===== src/rtl/core/hhil_pkg.sv =====
// Types, constants and per-byte step functions for the HTTP header integer field lookup.
// No dependencies; used by the channel interfaces and every module of the block.
`timescale 1ns / 1ps
`default_nettype none
package hhil_pkg;

    localparam int MAX_KEY_CHARS_DEF = 16;
    localparam int KEY_W             = 64;
    localparam int KEY_LEN_W         = 5;
    localparam int NAME_IDX_W        = 5;
    localparam int VALUE_W           = 32;
    localparam int CFG_IDX_W         = 2;

    localparam logic [CFG_IDX_W-1:0] CFG_KEY_LOW  = 2'd0;
    localparam logic [CFG_IDX_W-1:0] CFG_KEY_HIGH = 2'd1;
    localparam logic [CFG_IDX_W-1:0] CFG_KEY_LEN  = 2'd2;

    localparam logic [7:0] CH_CR     = 8'h0D;
    localparam logic [7:0] CH_LF     = 8'h0A;
    localparam logic [7:0] CH_COLON  = 8'h3A;
    localparam logic [7:0] CH_SPACE  = 8'h20;
    localparam logic [7:0] CH_TAB    = 8'h09;
    localparam logic [7:0] CH_ZERO   = 8'h30;
    localparam logic [7:0] CH_NINE   = 8'h39;
    localparam logic [7:0] CH_UPPER_A = 8'h41;
    localparam logic [7:0] CH_UPPER_Z = 8'h5A;
    localparam logic [7:0] CASE_DELTA = 8'h20;

    localparam logic [VALUE_W-1:0] ACCUM_LIMIT = 32'd429496729;

    typedef enum logic [1:0] {
        PH_NAME  = 2'd0,
        PH_VALUE = 2'd1,
        PH_SKIP  = 2'd2
    } phase_t;

    typedef struct packed {
        phase_t                  line_phase;
        logic [NAME_IDX_W-1:0]   name_index;
        logic                    name_matching;
        logic                    cr_pending;
        logic                    field_locked;
        logic [VALUE_W-1:0]      value_accum;
        logic                    digit_seen;
        logic                    trailing_space_seen;
        logic                    value_bad;
    } scan_state_t;

    localparam scan_state_t SCAN_RESET = '{
        line_phase:          PH_NAME,
        name_index:          '0,
        name_matching:       1'b1,
        cr_pending:          1'b0,
        field_locked:        1'b0,
        value_accum:         '0,
        digit_seen:          1'b0,
        trailing_space_seen: 1'b0,
        value_bad:           1'b0
    };

    typedef struct packed {
        logic       valid;
        logic [7:0] data_byte;
        logic       last_byte;
    } byte_item_t;

    function automatic logic [7:0] fold(input logic [7:0] c);
        return (c >= CH_UPPER_A && c <= CH_UPPER_Z) ? c + CASE_DELTA : c;
    endfunction

    function automatic scan_state_t text_byte(
        input scan_state_t           s_in,
        input logic [7:0]            c,
        input logic [KEY_LEN_W-1:0]  klen,
        input logic [2*KEY_W-1:0]    key
    );
        scan_state_t        s;
        logic [7:0]         kc;
        logic [VALUE_W-1:0] d;
        s  = s_in;
        kc = key[s_in.name_index[3:0]*8 +: 8];
        d  = VALUE_W'(c - CH_ZERO);
        if (s.field_locked && s.line_phase != PH_VALUE) begin
            return s;
        end
        if (s.line_phase == PH_NAME) begin
            if (c == CH_COLON) begin
                if (s.name_matching && s.name_index == klen) begin
                    s.field_locked        = 1'b1;
                    s.line_phase          = PH_VALUE;
                    s.value_accum         = '0;
                    s.digit_seen          = 1'b0;
                    s.trailing_space_seen = 1'b0;
                    s.value_bad           = 1'b0;
                end
                else begin
                    s.line_phase = PH_SKIP;
                end
            end
            else if (s.name_index < klen && fold(c) == fold(kc)) begin
                s.name_index = s.name_index + 1'b1;
            end
            else begin
                s.name_matching = 1'b0;
            end
        end
        else if (s.line_phase == PH_VALUE) begin
            if (c == CH_SPACE || c == CH_TAB) begin
                if (s.digit_seen) begin
                    s.trailing_space_seen = 1'b1;
                end
            end
            else begin
                if (s.trailing_space_seen || c < CH_ZERO || c > CH_NINE) begin
                    s.value_bad = 1'b1;
                end
                else if (s.value_accum > ACCUM_LIMIT ||
                         (s.value_accum == ACCUM_LIMIT && d > 32'd5)) begin
                    s.value_bad = 1'b1;
                end
                else begin
                    s.value_accum = {s.value_accum[VALUE_W-4:0], 3'b000}
                                  + {s.value_accum[VALUE_W-2:0], 1'b0} + d;
                end
                s.digit_seen = 1'b1;
            end
        end
        return s;
    endfunction

    function automatic scan_state_t line_end(input scan_state_t s_in);
        scan_state_t s;
        s = s_in;
        if (s.line_phase == PH_VALUE) begin
            if (!s.digit_seen) begin
                s.value_bad = 1'b1;
            end
            if (s.value_bad) begin
                s.value_accum = '0;
            end
            s.line_phase = PH_SKIP;
        end
        else if (!s.field_locked) begin
            s.line_phase    = PH_NAME;
            s.name_index    = '0;
            s.name_matching = 1'b1;
        end
        return s;
    endfunction

endpackage
`default_nettype wire


===== src/rtl/core/hhil_if.sv =====
// Valid/ready channel interfaces: header bytes, lookup results, register writes.
// Depends on hhil_pkg for field widths.
`timescale 1ns / 1ps
`default_nettype none
interface hhil_byte_if;
    logic       valid;
    logic       ready;
    logic [7:0] data_byte;
    logic       last_byte;
    modport source (output valid, output data_byte, output last_byte, input ready);
    modport sink   (input valid, input data_byte, input last_byte, output ready);
endinterface

interface hhil_result_if;
    logic                         valid;
    logic                         ready;
    logic                         found;
    logic [hhil_pkg::VALUE_W-1:0] field_value;
    logic                         malformed;
    modport source (output valid, output found, output field_value, output malformed,
                    input ready);
    modport sink   (input valid, input found, input field_value, input malformed,
                    output ready);
endinterface

interface hhil_cfg_if;
    logic                           valid;
    logic                           ready;
    logic [hhil_pkg::CFG_IDX_W-1:0] index;
    logic [hhil_pkg::KEY_W-1:0]     data;
    modport source (output valid, output index, output data, input ready);
    modport sink   (input valid, input index, input data, output ready);
endinterface
`default_nettype wire


===== src/rtl/core/hhil_in_stage.sv =====
// Input register for header bytes; releases a byte when the parser advances.
// Depends on hhil_pkg and hhil_byte_if.
`timescale 1ns / 1ps
`default_nettype none
module hhil_in_stage (
    input  wire logic              clk,
    input  wire logic              rst_n,
    hhil_byte_if.sink              hdr,
    input  wire logic              advance,
    output hhil_pkg::byte_item_t   item
);

    logic       valid_reg, valid_next;
    logic [7:0] data_reg;
    logic       last_reg;
    logic       take;

    assign hdr.ready = !valid_reg || advance;
    assign take      = hdr.valid && hdr.ready;

    always_comb
    begin
        if (take)
        begin
            valid_next = 1'b1;
        end
        else if (advance)
        begin
            valid_next = 1'b0;
        end
        else
        begin
            valid_next = valid_reg;
        end
    end

    always_ff @(posedge clk or negedge rst_n)
    begin
        if (!rst_n)
        begin
            valid_reg <= 1'b0;
        end
        else
        begin
            valid_reg <= valid_next;
        end
    end

    always_ff @(posedge clk)
    begin
        if (take)
        begin
            data_reg <= hdr.data_byte;
            last_reg <= hdr.last_byte;
        end
    end

    assign item.valid     = valid_reg;
    assign item.data_byte = data_reg;
    assign item.last_byte = last_reg;

endmodule
`default_nettype wire


===== src/rtl/core/hhil_parser.sv =====
// Scan state and result register; one registered byte per cycle while the result is not stalled, CR LF framing.
// Depends on hhil_pkg and hhil_result_if.
`timescale 1ns / 1ps
`default_nettype none
module hhil_parser (
    input  wire logic                              clk,
    input  wire logic                              rst_n,
    input  wire hhil_pkg::byte_item_t              item,
    input  wire logic [hhil_pkg::KEY_LEN_W-1:0]    klen,
    input  wire logic [2*hhil_pkg::KEY_W-1:0]      key,
    output logic                                   advance,
    hhil_result_if.source                          res
);

    hhil_pkg::scan_state_t          state_reg, state_next;
    hhil_pkg::scan_state_t          s;
    logic                           out_valid_reg, out_valid_next;
    logic                           found_reg, found_next;
    logic [hhil_pkg::VALUE_W-1:0]   value_reg, value_next;
    logic                           bad_reg, bad_next;
    logic                           step;

    assign advance = !out_valid_reg || res.ready;
    assign step    = advance && item.valid;

    always_comb
    begin
        s = state_reg;
        if (s.cr_pending)
        begin
            s.cr_pending = 1'b0;
            if (item.data_byte == hhil_pkg::CH_LF)
            begin
                s = hhil_pkg::line_end(s);
            end
            else
            begin
                s = hhil_pkg::text_byte(s, hhil_pkg::CH_CR, klen, key);
                if (item.data_byte == hhil_pkg::CH_CR)
                begin
                    s.cr_pending = 1'b1;
                end
                else
                begin
                    s = hhil_pkg::text_byte(s, item.data_byte, klen, key);
                end
            end
        end
        else if (item.data_byte == hhil_pkg::CH_CR)
        begin
            s.cr_pending = 1'b1;
        end
        else
        begin
            s = hhil_pkg::text_byte(s, item.data_byte, klen, key);
        end

        if (item.last_byte)
        begin
            if (s.cr_pending)
            begin
                s.cr_pending = 1'b0;
                s = hhil_pkg::text_byte(s, hhil_pkg::CH_CR, klen, key);
            end
            s = hhil_pkg::line_end(s);
        end

        found_next     = found_reg;
        value_next     = value_reg;
        bad_next       = bad_reg;
        state_next     = state_reg;
        out_valid_next = out_valid_reg && !res.ready;
        if (step)
        begin
            out_valid_next = item.last_byte;
            if (item.last_byte)
            begin
                found_next = s.field_locked;
                value_next = s.field_locked ? s.value_accum : '0;
                bad_next   = s.field_locked && s.value_bad;
                state_next = hhil_pkg::SCAN_RESET;
            end
            else
            begin
                state_next = s;
            end
        end
    end

    always_ff @(posedge clk or negedge rst_n)
    begin
        if (!rst_n)
        begin
            state_reg     <= hhil_pkg::SCAN_RESET;
            out_valid_reg <= 1'b0;
        end
        else
        begin
            state_reg     <= state_next;
            out_valid_reg <= out_valid_next;
        end
    end

    always_ff @(posedge clk)
    begin
        found_reg <= found_next;
        value_reg <= value_next;
        bad_reg   <= bad_next;
    end

    assign res.valid       = out_valid_reg;
    assign res.found       = found_reg;
    assign res.field_value = value_reg;
    assign res.malformed   = bad_reg;

endmodule
`default_nettype wire


===== src/rtl/core/http_header_int_field_lookup_unit.sv =====
// Top level of the HTTP header integer field lookup: keyword registers and the two stages.
// Depends on hhil_pkg, hhil_if, hhil_in_stage and hhil_parser.
//
//   channel  role    payload                                transfer at
//   hdr      sink    data_byte[7:0], last_byte              valid & ready
//   res      source  found, field_value[31:0], malformed    valid & ready, one per header
//   cfg      sink    index[1:0], data[63:0]                 valid & ready (ready held high)
//
// One byte per cycle while the result is not stalled; a last byte passes the input, then the result register.
// The step for each byte is one pass of logic between the input and result registers.
// A stalled result holds the parser, which backs up into the input register, then hdr.
// Reset clears scan state and keywords (length 1); state also clears after every header.
`timescale 1ns / 1ps
`default_nettype none
module http_header_int_field_lookup_unit #(
    parameter int MAX_KEY_CHARS = hhil_pkg::MAX_KEY_CHARS_DEF
) (
    input  wire logic      clk,
    input  wire logic      rst_n,
    hhil_byte_if.sink      hdr,
    hhil_result_if.source  res,
    hhil_cfg_if.sink       cfg
);

    logic [hhil_pkg::KEY_W-1:0]     key_low_reg;
    logic [hhil_pkg::KEY_W-1:0]     key_high_reg;
    logic [hhil_pkg::KEY_LEN_W-1:0] key_len_reg;
    logic [hhil_pkg::KEY_LEN_W-1:0] klen;
    logic                           advance;
    hhil_pkg::byte_item_t           item;

    assign cfg.ready = 1'b1;

    always_ff @(posedge clk or negedge rst_n)
    begin
        if (!rst_n)
        begin
            key_low_reg  <= '0;
            key_high_reg <= '0;
            key_len_reg  <= hhil_pkg::KEY_LEN_W'(1);
        end
        else if (cfg.valid)
        begin
            unique case (cfg.index)
                hhil_pkg::CFG_KEY_LOW:  key_low_reg  <= cfg.data;
                hhil_pkg::CFG_KEY_HIGH: key_high_reg <= cfg.data;
                hhil_pkg::CFG_KEY_LEN:  key_len_reg  <= cfg.data[hhil_pkg::KEY_LEN_W-1:0];
                default:                ;
            endcase
        end
    end

    assign klen = (key_len_reg > hhil_pkg::KEY_LEN_W'(MAX_KEY_CHARS))
                ? hhil_pkg::KEY_LEN_W'(MAX_KEY_CHARS) : key_len_reg;

    hhil_in_stage u_in_stage (
        .clk     (clk),
        .rst_n   (rst_n),
        .hdr     (hdr),
        .advance (advance),
        .item    (item)
    );

    hhil_parser u_parser (
        .clk     (clk),
        .rst_n   (rst_n),
        .item    (item),
        .klen    (klen),
        .key     ({key_high_reg, key_low_reg}),
        .advance (advance),
        .res     (res)
    );

endmodule
`default_nettype wire

===== src/flat_wrapper.sv =====
// flat-port wrapper written by rule: the top's interface ports become plain ports
module http_header_int_field_lookup_unit_flat 
#(
    parameter int MAX_KEY_CHARS = hhil_pkg::MAX_KEY_CHARS_DEF
)
  (clk, rst_n, hdr_valid, hdr_data_byte, hdr_last_byte, hdr_ready, res_valid, res_found, res_field_value, res_malformed, res_ready, cfg_valid, cfg_index, cfg_data, cfg_ready);
  hhil_byte_if hdr_i ();
  hhil_result_if res_i ();
  hhil_cfg_if cfg_i ();
  input  wire logic clk;
  input  wire logic rst_n;
  input wire logic [$bits(hdr_i.valid)-1:0] hdr_valid;
  input wire logic [$bits(hdr_i.data_byte)-1:0] hdr_data_byte;
  input wire logic [$bits(hdr_i.last_byte)-1:0] hdr_last_byte;
  output wire logic [$bits(hdr_i.ready)-1:0] hdr_ready;
  output wire logic [$bits(res_i.valid)-1:0] res_valid;
  output wire logic [$bits(res_i.found)-1:0] res_found;
  output wire logic [$bits(res_i.field_value)-1:0] res_field_value;
  output wire logic [$bits(res_i.malformed)-1:0] res_malformed;
  input wire logic [$bits(res_i.ready)-1:0] res_ready;
  input wire logic [$bits(cfg_i.valid)-1:0] cfg_valid;
  input wire logic [$bits(cfg_i.index)-1:0] cfg_index;
  input wire logic [$bits(cfg_i.data)-1:0] cfg_data;
  output wire logic [$bits(cfg_i.ready)-1:0] cfg_ready;
  assign hdr_i.valid = hdr_valid;
  assign hdr_i.data_byte = hdr_data_byte;
  assign hdr_i.last_byte = hdr_last_byte;
  assign hdr_ready = hdr_i.ready;
  assign res_valid = res_i.valid;
  assign res_found = res_i.found;
  assign res_field_value = res_i.field_value;
  assign res_malformed = res_i.malformed;
  assign res_i.ready = res_ready;
  assign cfg_i.valid = cfg_valid;
  assign cfg_i.index = cfg_index;
  assign cfg_i.data = cfg_data;
  assign cfg_ready = cfg_i.ready;
  http_header_int_field_lookup_unit #(.MAX_KEY_CHARS(MAX_KEY_CHARS)) u_core (.clk(clk), .rst_n(rst_n), .hdr(hdr_i), .res(res_i), .cfg(cfg_i));
endmodule

===== config.mk =====
export PLATFORM = sky130hd
export DESIGN_NAME = http_header_int_field_lookup_unit_flat
export DESIGN_NICKNAME = d
export VERILOG_FILES = /design/src/rtl/core/hhil_pkg.sv /design/src/rtl/core/hhil_if.sv /design/src/rtl/core/hhil_in_stage.sv /design/src/rtl/core/hhil_parser.sv /design/src/rtl/core/http_header_int_field_lookup_unit.sv /design/src/flat_wrapper.sv
export SDC_FILE = /design/constraint.sdc
export NUM_CORES = 1
export LEC_CHECK = 0
export ABC_AREA = 1
export ABC_CLOCK_PERIOD_IN_PS = 7630
export BUFFER_PORTS_ARGS = -buffer_cell sky130_fd_sc_hd__buf_2
export CORE_MARGIN = 1.5
export CORE_UTILIZATION = 35
export CTS_CLUSTER_SIZE = 28
export DETAILED_ROUTE_END_ITERATION = 16
export PLACE_DENSITY_LB_ADDON = 0.1
export SLEW_MARGIN = 20
export SYNTH_ARGS = -nofsm -noshare
export SYNTH_HDL_FRONTEND = slang
export SYNTH_SLANG_ARGS = --single-unit

===== constraint.sdc =====
create_clock -name clk -period 7.63 [get_ports clk]
set_input_delay 1.526 -clock clk [delete_from_list [all_inputs] [get_ports clk]]
set_output_delay 1.526 -clock clk [all_outputs]
set_load 0.05 [all_outputs]

# ---- After elaboration in Yosys (flattened, before gate mapping)
# Cells that the tools add are included.
dict set report totals {
  regBits 223
  in_bits 80
  output_inout_bits 37
  elab_cells 225
}
dict set report classes {
  add_sub_neg 12
  n_lt_le_gt_ge 17
  n_eq_ne 22
  shifts 3
  muxes 112
  reduce_logical 40
}
# operator count
set ops {}
lappend ops {{45-bit 2-to-1 mux} 15}
lappend ops {{128-bit by 8-bit indexed part select with 8-bit output} 3}
lappend ops {{32-bit 2-to-1 mux} 8}
lappend ops {{36-bit 2-to-1 mux} 6}
lappend ops {{35-bit 2-to-1 mux} 4}
lappend ops {{32-bit adder} 4}
lappend ops {{8-bit 2-to-1 mux} 10}
lappend ops {{33-bit 2-to-1 mux} 2}
lappend ops {{32-bit by 29-bit equality test with 1-bit output, second input constant} 2}
lappend ops {{32-bit by 29-bit > comparator with 1-bit output, second input constant} 2}
lappend ops {{1-bit 2-to-1 mux} 50}
lappend ops {{6-bit 2-to-1 mux} 6}
lappend ops {{8-bit by 6-bit adder with 8-bit output, second input constant} 4}
lappend ops {{8-bit by 7-bit greater-or-equal comparator with 1-bit output, second input constant} 4}
lappend ops {{32-bit by 3-bit > comparator with 1-bit output, second input constant} 1}
lappend ops {{8-bit by 7-bit less-or-equal comparator with 1-bit output, second input constant} 4}
lappend ops {{5-bit 2-to-1 mux} 5}
lappend ops {{8-bit by 4-bit equality test with 1-bit output, second input constant} 3}
lappend ops {{1-bit logical AND} 19}
lappend ops {{4-bit by 8-bit equality test with 1-bit output, first input constant} 2}
lappend ops {{8-bit by 6-bit equality test with 1-bit output, second input constant} 2}
lappend ops {{8-bit equality test} 2}
lappend ops {{5-bit by 1-bit adder with 5-bit output, second input constant} 3}
lappend ops {{5-bit < comparator} 3}
lappend ops {{other kinds (14)} 42}

# ---- Depth between registers and ports, before layout
# Gate-level depths: netlist of run 1.
dict set report logic_depth {
  word_depth 42
  ltp_mapped 43
}

# ---- Modules after synthesis
# Synthesis of run 1 repeated with hierarchy kept, for this count alone.
dict set report unflattened {
  cells_unflattened 2432
  area_unflattened_um2 17097.6
}
# module instances cells_per_inst area_per_inst_um2
set by_module_without_submodules {}
lappend by_module_without_submodules {hhil_parser 1 1834 11487.3}
lappend by_module_without_submodules {http_header_int_field_lookup_unit 1 581 5280.1}
lappend by_module_without_submodules {hhil_in_stage 1 17 330.3}

# ---- Least setup slack after synthesis of run 1
# Ideal clock, no wire load.
dict set report synth_timing {
  kind {register to register}
  from {register u_core.u_in_stage.data_reg[4]}
  to {register u_core.u_parser.value_reg, in the netlist u_core.u_parser.res.field_value[31] (data pin)}
  arrival_time_ps 6393
  t_required_ps 7371
  setup_slack_ps 977
  stages_incl_launch_ff 28
  synth_period_minus_slack_ps 6653
  cell_sequence {edfxtp_1 ha_1 nor2_1 fa_1 ha_1 a21oi_1 a21boi_0 o21ai_0 a21boi_0 inv_1 a21oi_1 inv_1 a21oi_1 inv_1 nand2_1 nand2_1 a21boi_0 o21ai_0 xnor2_1 nand2_1 nand2_1 o21ai_0 nand2_1 o21ai_0 nand2_1 o211ai_1 o21ai_0 nor2_1}
}
dict set report synth_between {
  elab_chain_len 24
}
# element line_no
set synth_rtl {}
lappend synth_rtl {{from (decl)} hhil_in_stage.sv:14} ;# logic [7:0] data_reg;
lappend synth_rtl {{from (signal assigned)} hhil_in_stage.sv:53} ;# data_reg <= hdr.data_byte;
lappend synth_rtl {{8-bit by 6-bit subtractor with 9-bit output} hhil_pkg.sv:82} ;# d = VALUE_W'(c - CH_ZERO);
lappend synth_rtl {{32-bit by 3-bit > comparator with 1-bit output} hhil_pkg.sv:118} ;# (s.value_accum == ACCUM_LIMIT && d > 32'd5)) begin
lappend synth_rtl {{1-bit logical AND} hhil_pkg.sv:118}
lappend synth_rtl {{1-bit logical OR} hhil_pkg.sv:117} ;# else if (s.value_accum > ACCUM_LIMIT ||
lappend synth_rtl {{1-bit 2-to-1 mux} hhil_pkg.sv:117}
lappend synth_rtl {{1-bit 2-to-1 mux} hhil_pkg.sv:114} ;# if (s.trailing_space_seen || c < CH_ZERO || c > CH_NINE) begin
lappend synth_rtl {{1-bit 2-to-1 mux} hhil_pkg.sv:108} ;# if (c == CH_SPACE || c == CH_TAB) begin
lappend synth_rtl {{35-bit 2-to-1 mux} hhil_pkg.sv:107} ;# else if (s.line_phase == PH_VALUE) begin
lappend synth_rtl {{[... 8 more ...]} -}
lappend synth_rtl {{45-bit 2-to-1 mux} hhil_parser.sv:60} ;# if (s.cr_pending)
lappend synth_rtl {{45-bit 2-to-1 mux} hhil_parser.sv:58} ;# if (item.last_byte)
lappend synth_rtl {{1-bit 2-to-1 mux} hhil_pkg.sv:135} ;# if (!s.digit_seen) begin
lappend synth_rtl {{1-bit 2-to-1 mux} hhil_pkg.sv:134} ;# if (s.line_phase == PH_VALUE) begin
lappend synth_rtl {{1-bit 2-to-1 mux} hhil_parser.sv:58}
lappend synth_rtl {{32-bit 2-to-1 mux} hhil_pkg.sv:138} ;# if (s.value_bad) begin
lappend synth_rtl {{32-bit 2-to-1 mux} hhil_pkg.sv:134}
lappend synth_rtl {{45-bit 2-to-1 mux *} hhil_parser.sv:58}
lappend synth_rtl {{to (signal assigned)} hhil_parser.sv:107} ;# value_reg <= value_next;
lappend synth_rtl {{to (decl)} hhil_parser.sv:19} ;# logic [hhil_pkg::VALUE_W-1:0] value_reg, value_next;
# Mark *: on every way between the ends. The rest lies on a longest branch, timed or not. The select of a mux whose other input is x is not followed.
# A chain may end at the register's enable or synchronous reset.

# ---- Final worst setup path of run 1
dict set report layout_timing {
  from {register u_core.u_parser.state_reg[38] in the netlist's numbering}
  to {register u_core.u_parser.value_reg, in the netlist u_core.u_parser.res.field_value[0] (data pin)}
}
dict set report layout_between {
  elab_chain_len 34
}
# element line_no
set layout_rtl {}
lappend layout_rtl {{from (decl)} hhil_parser.sv:15} ;# hhil_pkg::scan_state_t state_reg, state_next;
lappend layout_rtl {{from (signal assigned)} hhil_parser.sv:94} ;# state_reg <= hhil_pkg::SCAN_RESET;
lappend layout_rtl {{from (signal assigned)} hhil_parser.sv:99} ;# state_reg <= state_next;
lappend layout_rtl {{128-bit by 8-bit indexed part select with 8-bit output} hhil_pkg.sv:81} ;# kc = key[s_in.name_index[3:0]*8 +: 8];
lappend layout_rtl {{8-bit by 7-bit greater-or-equal comparator with 1-bit output / 8-bit by 7-bit less-or-equal comparator with 1-bit output (equally long branches)} hhil_pkg.sv:68} ;# return (c >= CH_UPPER_A && c <= CH_UPPER_Z) ? c + CASE_DELTA : c;
lappend layout_rtl {{1-bit logical AND} hhil_pkg.sv:68}
lappend layout_rtl {{8-bit 2-to-1 mux} hhil_pkg.sv:68}
lappend layout_rtl {{4-bit by 8-bit equality test with 1-bit output} hhil_pkg.sv:100} ;# else if (s.name_index < klen && fold(c) == fold(kc)) begin
lappend layout_rtl {{1-bit logical AND} hhil_pkg.sv:100}
lappend layout_rtl {{5-bit 2-to-1 mux} hhil_pkg.sv:100}
lappend layout_rtl {{6-bit 2-to-1 mux} hhil_pkg.sv:86} ;# if (s.line_phase == PH_NAME) begin
lappend layout_rtl {{[... 18 more ...]} -}
lappend layout_rtl {{45-bit 2-to-1 mux} hhil_parser.sv:60}
lappend layout_rtl {{45-bit 2-to-1 mux} hhil_parser.sv:58}
lappend layout_rtl {{1-bit 2-to-1 mux} hhil_pkg.sv:135}
lappend layout_rtl {{1-bit 2-to-1 mux} hhil_pkg.sv:134}
lappend layout_rtl {{1-bit 2-to-1 mux} hhil_parser.sv:58}
lappend layout_rtl {{32-bit 2-to-1 mux} hhil_pkg.sv:138}
lappend layout_rtl {{32-bit 2-to-1 mux} hhil_pkg.sv:134}
lappend layout_rtl {{45-bit 2-to-1 mux *} hhil_parser.sv:58}
# Marked as above.

==> flow_metrics.tcl, run 1 <==
set metrics [dict create \
    synth_edf_count 43 \
    antenna_found_initial 0 \
    violations "design-rule violations" \
    cts.hold.buffers_added 0 \
    slowest_delay_ns 0.55 \
    p_per_area_nw_per_um2 188.8 \
    r2r_cells 30 \
    path_class "reg -> reg" \
    ctsResizeCount 0 \
    start_util_pct 35.54 \
    clk_pin_slew_ns 0.06 \
    syn_area_um2 16580 \
    drive_above_1_share_pct 9.624 \
    cts_buffers 27 \
    r2r-end "u_core.u_parser.res.field_value[0]" \
    end_kind "register" \
    path_depth 30 \
    worst_slew_pin_slew_ns 1.115 \
    fin_area_um2 18420 \
    grt_pass1_vias 15935 \
    synth_seq_area_share_pct 34.97 \
    hold_class "reg -> reg" \
    drv_cap 0 \
    critPathTopFamily "simple AND/OR/NAND/NOR gates" \
    cts_sinks 223 \
    vias_per_cell 5.348 \
    first_pass_iters 11 \
    synth_cell_types 58 \
    p_total_mw 3.478 \
    grt_max_degree 109 \
    grt_pass1_wl_um 90240 \
    drc 6 \
    placementRows 79 \
    via_count 16195 \
    gp_congestion 0.8684 \
    avgSynthCellArea_um2 7.043 \
    start_kind "register" \
    vdd_drop_max_uv 137.7 \
    async_flop_share_pct 80.72 \
    cts_max_level 1 \
    clockBufferDepth 3 \
    synth_area_leader_cell "dfrtp_1" \
    cts_setup_buffers 0 \
    r2r_start "u_core.u_parser.state_reg[38]" \
    cts_root_buf "clkbuf_16" \
    grt_overflow_total 0 \
    die_h_um 220.6 \
    rsz0062_at_grt "no" \
    crit_end "u_core.u_parser.res.field_value[0]" \
    wl_per_cell_um 18.99 \
    synthTopCellsByArea "dfrtp_1 (27%), nand2_1 (14%), o21ai_0 (9.1%), edfxtp_1 (7.8%), nand3_1 (6.5%)" \
    wl_um 57490 \
    rrSetupSlack_ns 1.20 \
    clock_latency_ns 0.57 \
    min_period_ns 6.427 \
    finalMaxSlewViolations 0 \
    port_buffers 115 \
    areaGrowthSynthToFinish_pct 11.09 \
    tns_ns 0 \
    antenna_cells 0 \
    synthFlopType "dfrtp_1" \
    required_ns 8.04 \
    critPathArrivalTime_ns 6.84 \
    fin_worst_skew_ns 0.01840 \
    slowest_stage "buf_4" \
    synth.ff_latch_count 223 \
    yosys.area.top_type_share_pct 26.87 \
    final_nets 2565 \
    cts_tree "yes" \
    yosysWarningCount 0 \
    slew_headroom_pct 25.37 \
    max_freq_mhz 155.6 \
    crit_top_cell "nand3_1" \
    startpoint "u_core.u_parser.state_reg[38]" \
    outcome "finished, violations left" \
    coreArea_um2 46650 \
    dieArea_um2 48680 \
    place_hpwl_um 41090 \
    syn-num-nets 2516 \
    crit_buf_inv 6 \
    hold_violations 0 \
    finalCritPeriodShare_pct 84.23 \
    grtUsageTotal_pct 23.79 \
    worstPathMaxFanout 54 \
    die_w_um 220.6 \
    ant_nets 0 \
    io_pins 117 \
    place_area_um2 17590 \
    leakage_nw 8.684 \
    setup_viol 0 \
    drt_iter0_markers 1433 \
    synthCells 2354 \
]
==> routing by layer <==
| metal | vias to the layer above | part of all wire [%] | GRT usage (%) |
|---|---|---|---|
| met1 | 7718 | 43 | 30.26 |
| met2 | 483 | 49 | 41.50 |
| met4 | 0 | 3.7 | 8.806 |
| li1 | 7895 | - | - |
| met5 | - | 0 | 0 |
| met3 | 99 | 4.7 | 2.515 |
==> worst register-to-register path: cells and delay by family, from the launching register on <==
kind / cells / cell delay (ns)
flops: 1 / 0.40
compound gates: 1 / 0.30
buf+inv: 6 / 1.68
simple gates: 21 / 3.13
xor+xnor: 1 / 0.38
fa+ha+maj: 1 / 0.38
==> cell usage after synthesis (all sizes together), types with 6 or more instances <==
master / number
o2111ai: 6
nor2: 174
xnor2: 8
clkbuf: 71
edfxtp: 43
nand3: 218
ha: 53
buf: 48
o22ai: 40
nor3: 14
fa: 29
dfrtp: 178
xor2: 22
o21ai: 316
inv: 280
a21oi: 95
a32o: 6
o211ai: 40
nand2: 643
nand4: 22
==> metrics by stage <==
stage / utilization (%) / cells / hold WS [ns] / setup WS, ns
after CTS: 39.48 / 3028 / 0.4912 / 1.304
final: 39.48 / 3028 / 0.4814 / 1.203
after floorplan: - / 2354 / 0.4530 / 0.9774
after global placement: 37.65 / 2980 / 0.4721 / 1.437
after detailed placement: 37.71 / 2981 / 0.4764 / 1.333
after global routing: 39.48 / 3028 / 0.5148 / 0.6161
==> cells in the final DEF (no fill, tap or decap), types with 8 or more instances in the layout <==
cell	synthesis	layout
a21oi_1	95	94
buf_2	26	114
buf_4	15	23
clkbuf_1	71	11
clkbuf_16	0	27
dfrtp_1	178	177
edfxtp_1	43	43
fa_1	29	29
ha_1	53	53
inv_1	274	272
inv_2	5	8
nand2_1	630	629
nand2_2	8	8
nand3_1	215	214
nand4_1	21	21
nor2_1	164	160
nor2_4	5	8
nor3_1	13	13
o211ai_1	39	39
o21ai_0	301	301
o21ai_1	13	13
o22ai_1	40	40
xnor2_1	8	8
xor2_1	20	20
==> logic make-up after synthesis <==
logic type                 count (synthesis)  synth area share, %
DFF                                      223                34.97
and+or+nand+nor                         1080                27.65
adders and majority gates                 82                7.501
xor gates and xnor gates                  30                1.811
AOI/OAI and AO/OA                        536                18.07
buffers and inverters                    402                9.969
other                                      1              0.02262
==> worst min-delay path by stage <==
stage,depth (start not counted),start,slack (ns),end
2_1_floorplan,2,u_core.key_high_reg[13],0.45,u_core.key_high_reg[13]
3_3_place_gp,2,u_core.key_low_reg[53],0.47,u_core.key_low_reg[53]
3_5_place_dp,2,u_core.key_low_reg[53],0.48,u_core.key_low_reg[53]
4_1_cts,2,u_core.key_low_reg[53],0.49,u_core.key_low_reg[53]
5_1_grt,2,u_core.key_low_reg[49],0.51,u_core.key_low_reg[49]
6_report,2,u_core.key_low_reg[53],0.48,u_core.key_low_reg[53]
==> area by class of cell <==
cell class	instances	area (µm²)
flip-flops and latches	223	5799
repair buffers	139	784.5
multi-input cells	1729	9185
fillers	4991	28240
clock inverters	5	53.80
clock buffers	42	772.0
inverters	283	1065
well taps	607	759.5
==> where the power goes <==
part	internal (mW)	switching, mW
registers	1.35	0.135
logic	0.240	0.513
clock network	0.721	0.518
Power figures use the tool's default switching activity.
==> run 2: changes to the inputs <==
- ABC_AREA: 1 -> 0
- ABC_CLOCK_PERIOD_IN_PS: 7630 -> 5600
- clock period: 7.63 -> 5.6 ns (I/O delays scaled with it)
==> flow_metrics.tcl, run 2 <==
set metrics [dict create \
    synthTopCellsByArea "dfrtp_1 (27%), mux2_2 (10%), edfxtp_1 (7.8%), mux4_2 (5.4%), ha_1 (4.0%)" \
    synth.most_common_cell "dfrtp_1" \
    path_class "reg -> reg" \
    setup_viol 0 \
    grtUsageTotal_pct 23.80 \
    drv_cap 0 \
    final_cell_mix "dfrtp_1 (176), mux2_2 (148), nand2_1 (142)" \
    first_pass_iters 14 \
    critPathArrivalTime_ns 5.97 \
    grt_pass1_vias 14573 \
    wl_per_cell_um 23.89 \
    syn_area_um2 16630 \
    r2r_cells 20 \
    hold_violations 0 \
    async_flop_share_pct 80.72 \
    dp.cells 2424 \
    start_util_pct 35.57 \
    avgSynthCellArea_um2 9.828 \
    clock_latency_ns 0.59 \
    drt_iter0_markers 935 \
    drive_above_1_share_pct 28.57 \
    synth_edf_count 43 \
    io_pins 117 \
    clockBufferDepth 3 \
    grt_pass1_wl_um 90590 \
    max_freq_mhz 181.9 \
    r2r-end "u_core.u_parser.state_reg[41]" \
    finalCritPeriodShare_pct 98.16 \
    syn-num-nets 1854 \
    final_nets 2024 \
    die_h_um 221.0 \
    place_hpwl_um 44470 \
    coreArea_um2 46750 \
    grt_overflow_total 0 \
    fin_worst_skew_ns 0.01957 \
    min_period_ns 5.497 \
    via_count 14500 \
    dieArea_um2 48830 \
    synth_seq_area_share_pct 34.87 \
    vias_per_cell 5.823 \
    synth_area_leader_cell "dfrtp_1" \
    outcome "finished, violations left" \
    ant_nets 0 \
    tns_ns 0 \
    antenna_cells 0 \
    grt_max_degree 104 \
    fin_util_pct 42.29 \
    r2r_start "u_core.u_parser.state_reg[38]" \
    whs_endpoint "u_core.key_len_reg[3]" \
    synth_commonest_cells "dfrtp_1 (178), mux2_2 (148), nand2_1 (143)" \
    finalMaxSlewViolations 0 \
    worstHoldStart "u_core.key_len_reg[3]" \
    rrSetupSlack_ns 0.10 \
    antenna_found_initial 0 \
    synthFlopType "dfrtp_1" \
    wl_um 59480 \
    start_kind "register" \
    clk_pin_slew_ns 0.07 \
    slew_headroom_pct 29.82 \
    end_kind "register" \
    drc 4 \
    cts_sinks 223 \
    die_w_um 221.0 \
    nFillCells 4631 \
    final_common_cell "dfrtp_1" \
    cts_tree "yes" \
    cts.hold.buffers_added 0 \
    synth_cell_types 88 \
    cts_buffers 27 \
    placementRows 79 \
    cts_max_level 1 \
    port_buffers 115 \
    p_per_area_nw_per_um2 325.2 \
    areaGrowthSynthToFinish_pct 18.88 \
    gp_congestion 0.9803 \
    worst_slew_pin_slew_ns 1.050 \
    seq_area_um2 5803 \
    synthCells 1692 \
    hold_class "reg -> reg" \
    final_cells 2490 \
    yosys.area.top_type_share_pct 26.79 \
    dp_worst_setup_slack_ns -0.3097 \
    hold_depth 1 \
    required_ns 6.07 \
    rsz0062_at_grt "yes" \
    yosysWarningCount 0 \
    multi_input_area_um2 10250 \
    worstPathMaxFanout 8 \
    vdd_drop_max_uv 262.0 \
    synth.ff_latch_count 223 \
    finalWorstSetupSlack_ns 0.1029 \
    cts_root_buf "clkbuf_16" \
    leakage_nw 8.074 \
    violations "design-rule violations" \
]
run 2: changes by cell type after synthesis, sizes merged, moves of 22 or more:
cell | before | now
mux2 | 0 | 148
mux2i | 0 | 43
nand3 | 218 | 43
nand2 | 643 | 144
nor3 | 14 | 40
o21ai | 316 | 105
inv | 280 | 50
mux4 | 0 | 50
a21oi | 95 | 117
xnor2 | 8 | 30
nor2 | 174 | 123
run 2: worst max path at each step:
stage                                          end                     startpoint  slack (ns)  cells after the start
3_3_place_gp         u_core.u_parser.state_reg[41]  u_core.u_parser.state_reg[38]       -0.35                     19
6_report             u_core.u_parser.state_reg[41]  u_core.u_parser.state_reg[38]        0.10                     20
3_5_place_dp         u_core.u_parser.state_reg[41]  u_core.u_parser.state_reg[38]       -0.31                     19
5_1_grt        u_core.u_parser.res.field_value[25]  u_core.u_parser.state_reg[38]       -0.04                     22
2_1_floorplan  u_core.u_parser.res.field_value[11]  u_core.u_parser.state_reg[39]       0.003                     24
4_1_cts        u_core.u_parser.res.field_value[26]  u_core.u_parser.state_reg[38]        0.02                     20
run 2: worst max-delay path, stage by stage (launching register included):
cell      delay, ns
dfrtp_4        0.55
buf_16         0.19
buf_4          0.14
mux4_2         0.48
mux4_2         0.54
nor2_4         0.16
buf_4          0.13
nand2_2        0.06
or4_4          0.49
and2_4         0.17
buf_4          0.14
or4_1          0.53
a31o_4         0.26
o211a_1        0.14
a22oi_2        0.24
a32oi_1        0.14
o22ai_1        0.27
and4bb_4       0.35
buf_6          0.12
mux2i_1        0.17
nand3_1        0.08
run 2: report_power, final:
part / leakage (nW) / internal, mW / switching, mW
Clock: 0.434 / 1.03 / 0.761
Combinational: 5.01 / 1.21 / 1.30
Sequential: 2.63 / 1.87 / 0.253
Total: 8.07 / 4.12 / 2.31
run 2: per-layer routing:
layer	global-route usage [%]	part of all wire [%]
met5	0	0
met4	8.254	3.9
met3	2.231	3.8
met2	43.16	51
met1	29.48	41
run 2: through the flow:
step | instance area [µm²] | power, mW | hold WS [ns]
3_5_place_dp | 18570 | 4.502 | 0.5109
2_1_floorplan | 16650 | 3.619 | 0.4798
3_3_place_gp | 18570 | 4.489 | 0.5032
6_report | 19770 | 6.429 | 0.5252
5_1_grt | 19770 | 6.743 | 0.5473
4_1_cts | 19490 | 6.333 | 0.5250
run 2: logic make-up (layout without fill, tap and decap cells):
family,after synthesis,after routing,synth area share (%)
simple gates,493,493,14.37
compound gates,443,443,17.20
mux,241,241,19.61
flops,223,223,34.87
buf+inv,165,356,4.055
fa+ha+maj,82,82,7.479
xor+xnor,44,44,2.400
other cells,1,1,0.02255
run 2: repair_timing:
action	in CTS	in global routing
gates resized for setup	10	23
pin swaps	0	12
cloned	0	4
buffers inserted	0	12
endpoints found under the setup margin	47	45
run 2: final cells by class:
type | instances | share of cell area [%]
well taps | 607 | 3.842
multi-input cells | 1304 | 51.86
inverters | 50 | 0.9493
repair buffers | 256 | 9.430
flip-flops and latches | 223 | 29.35
clock inverters | 11 | 0.5696
clock buffers | 39 | 4.000
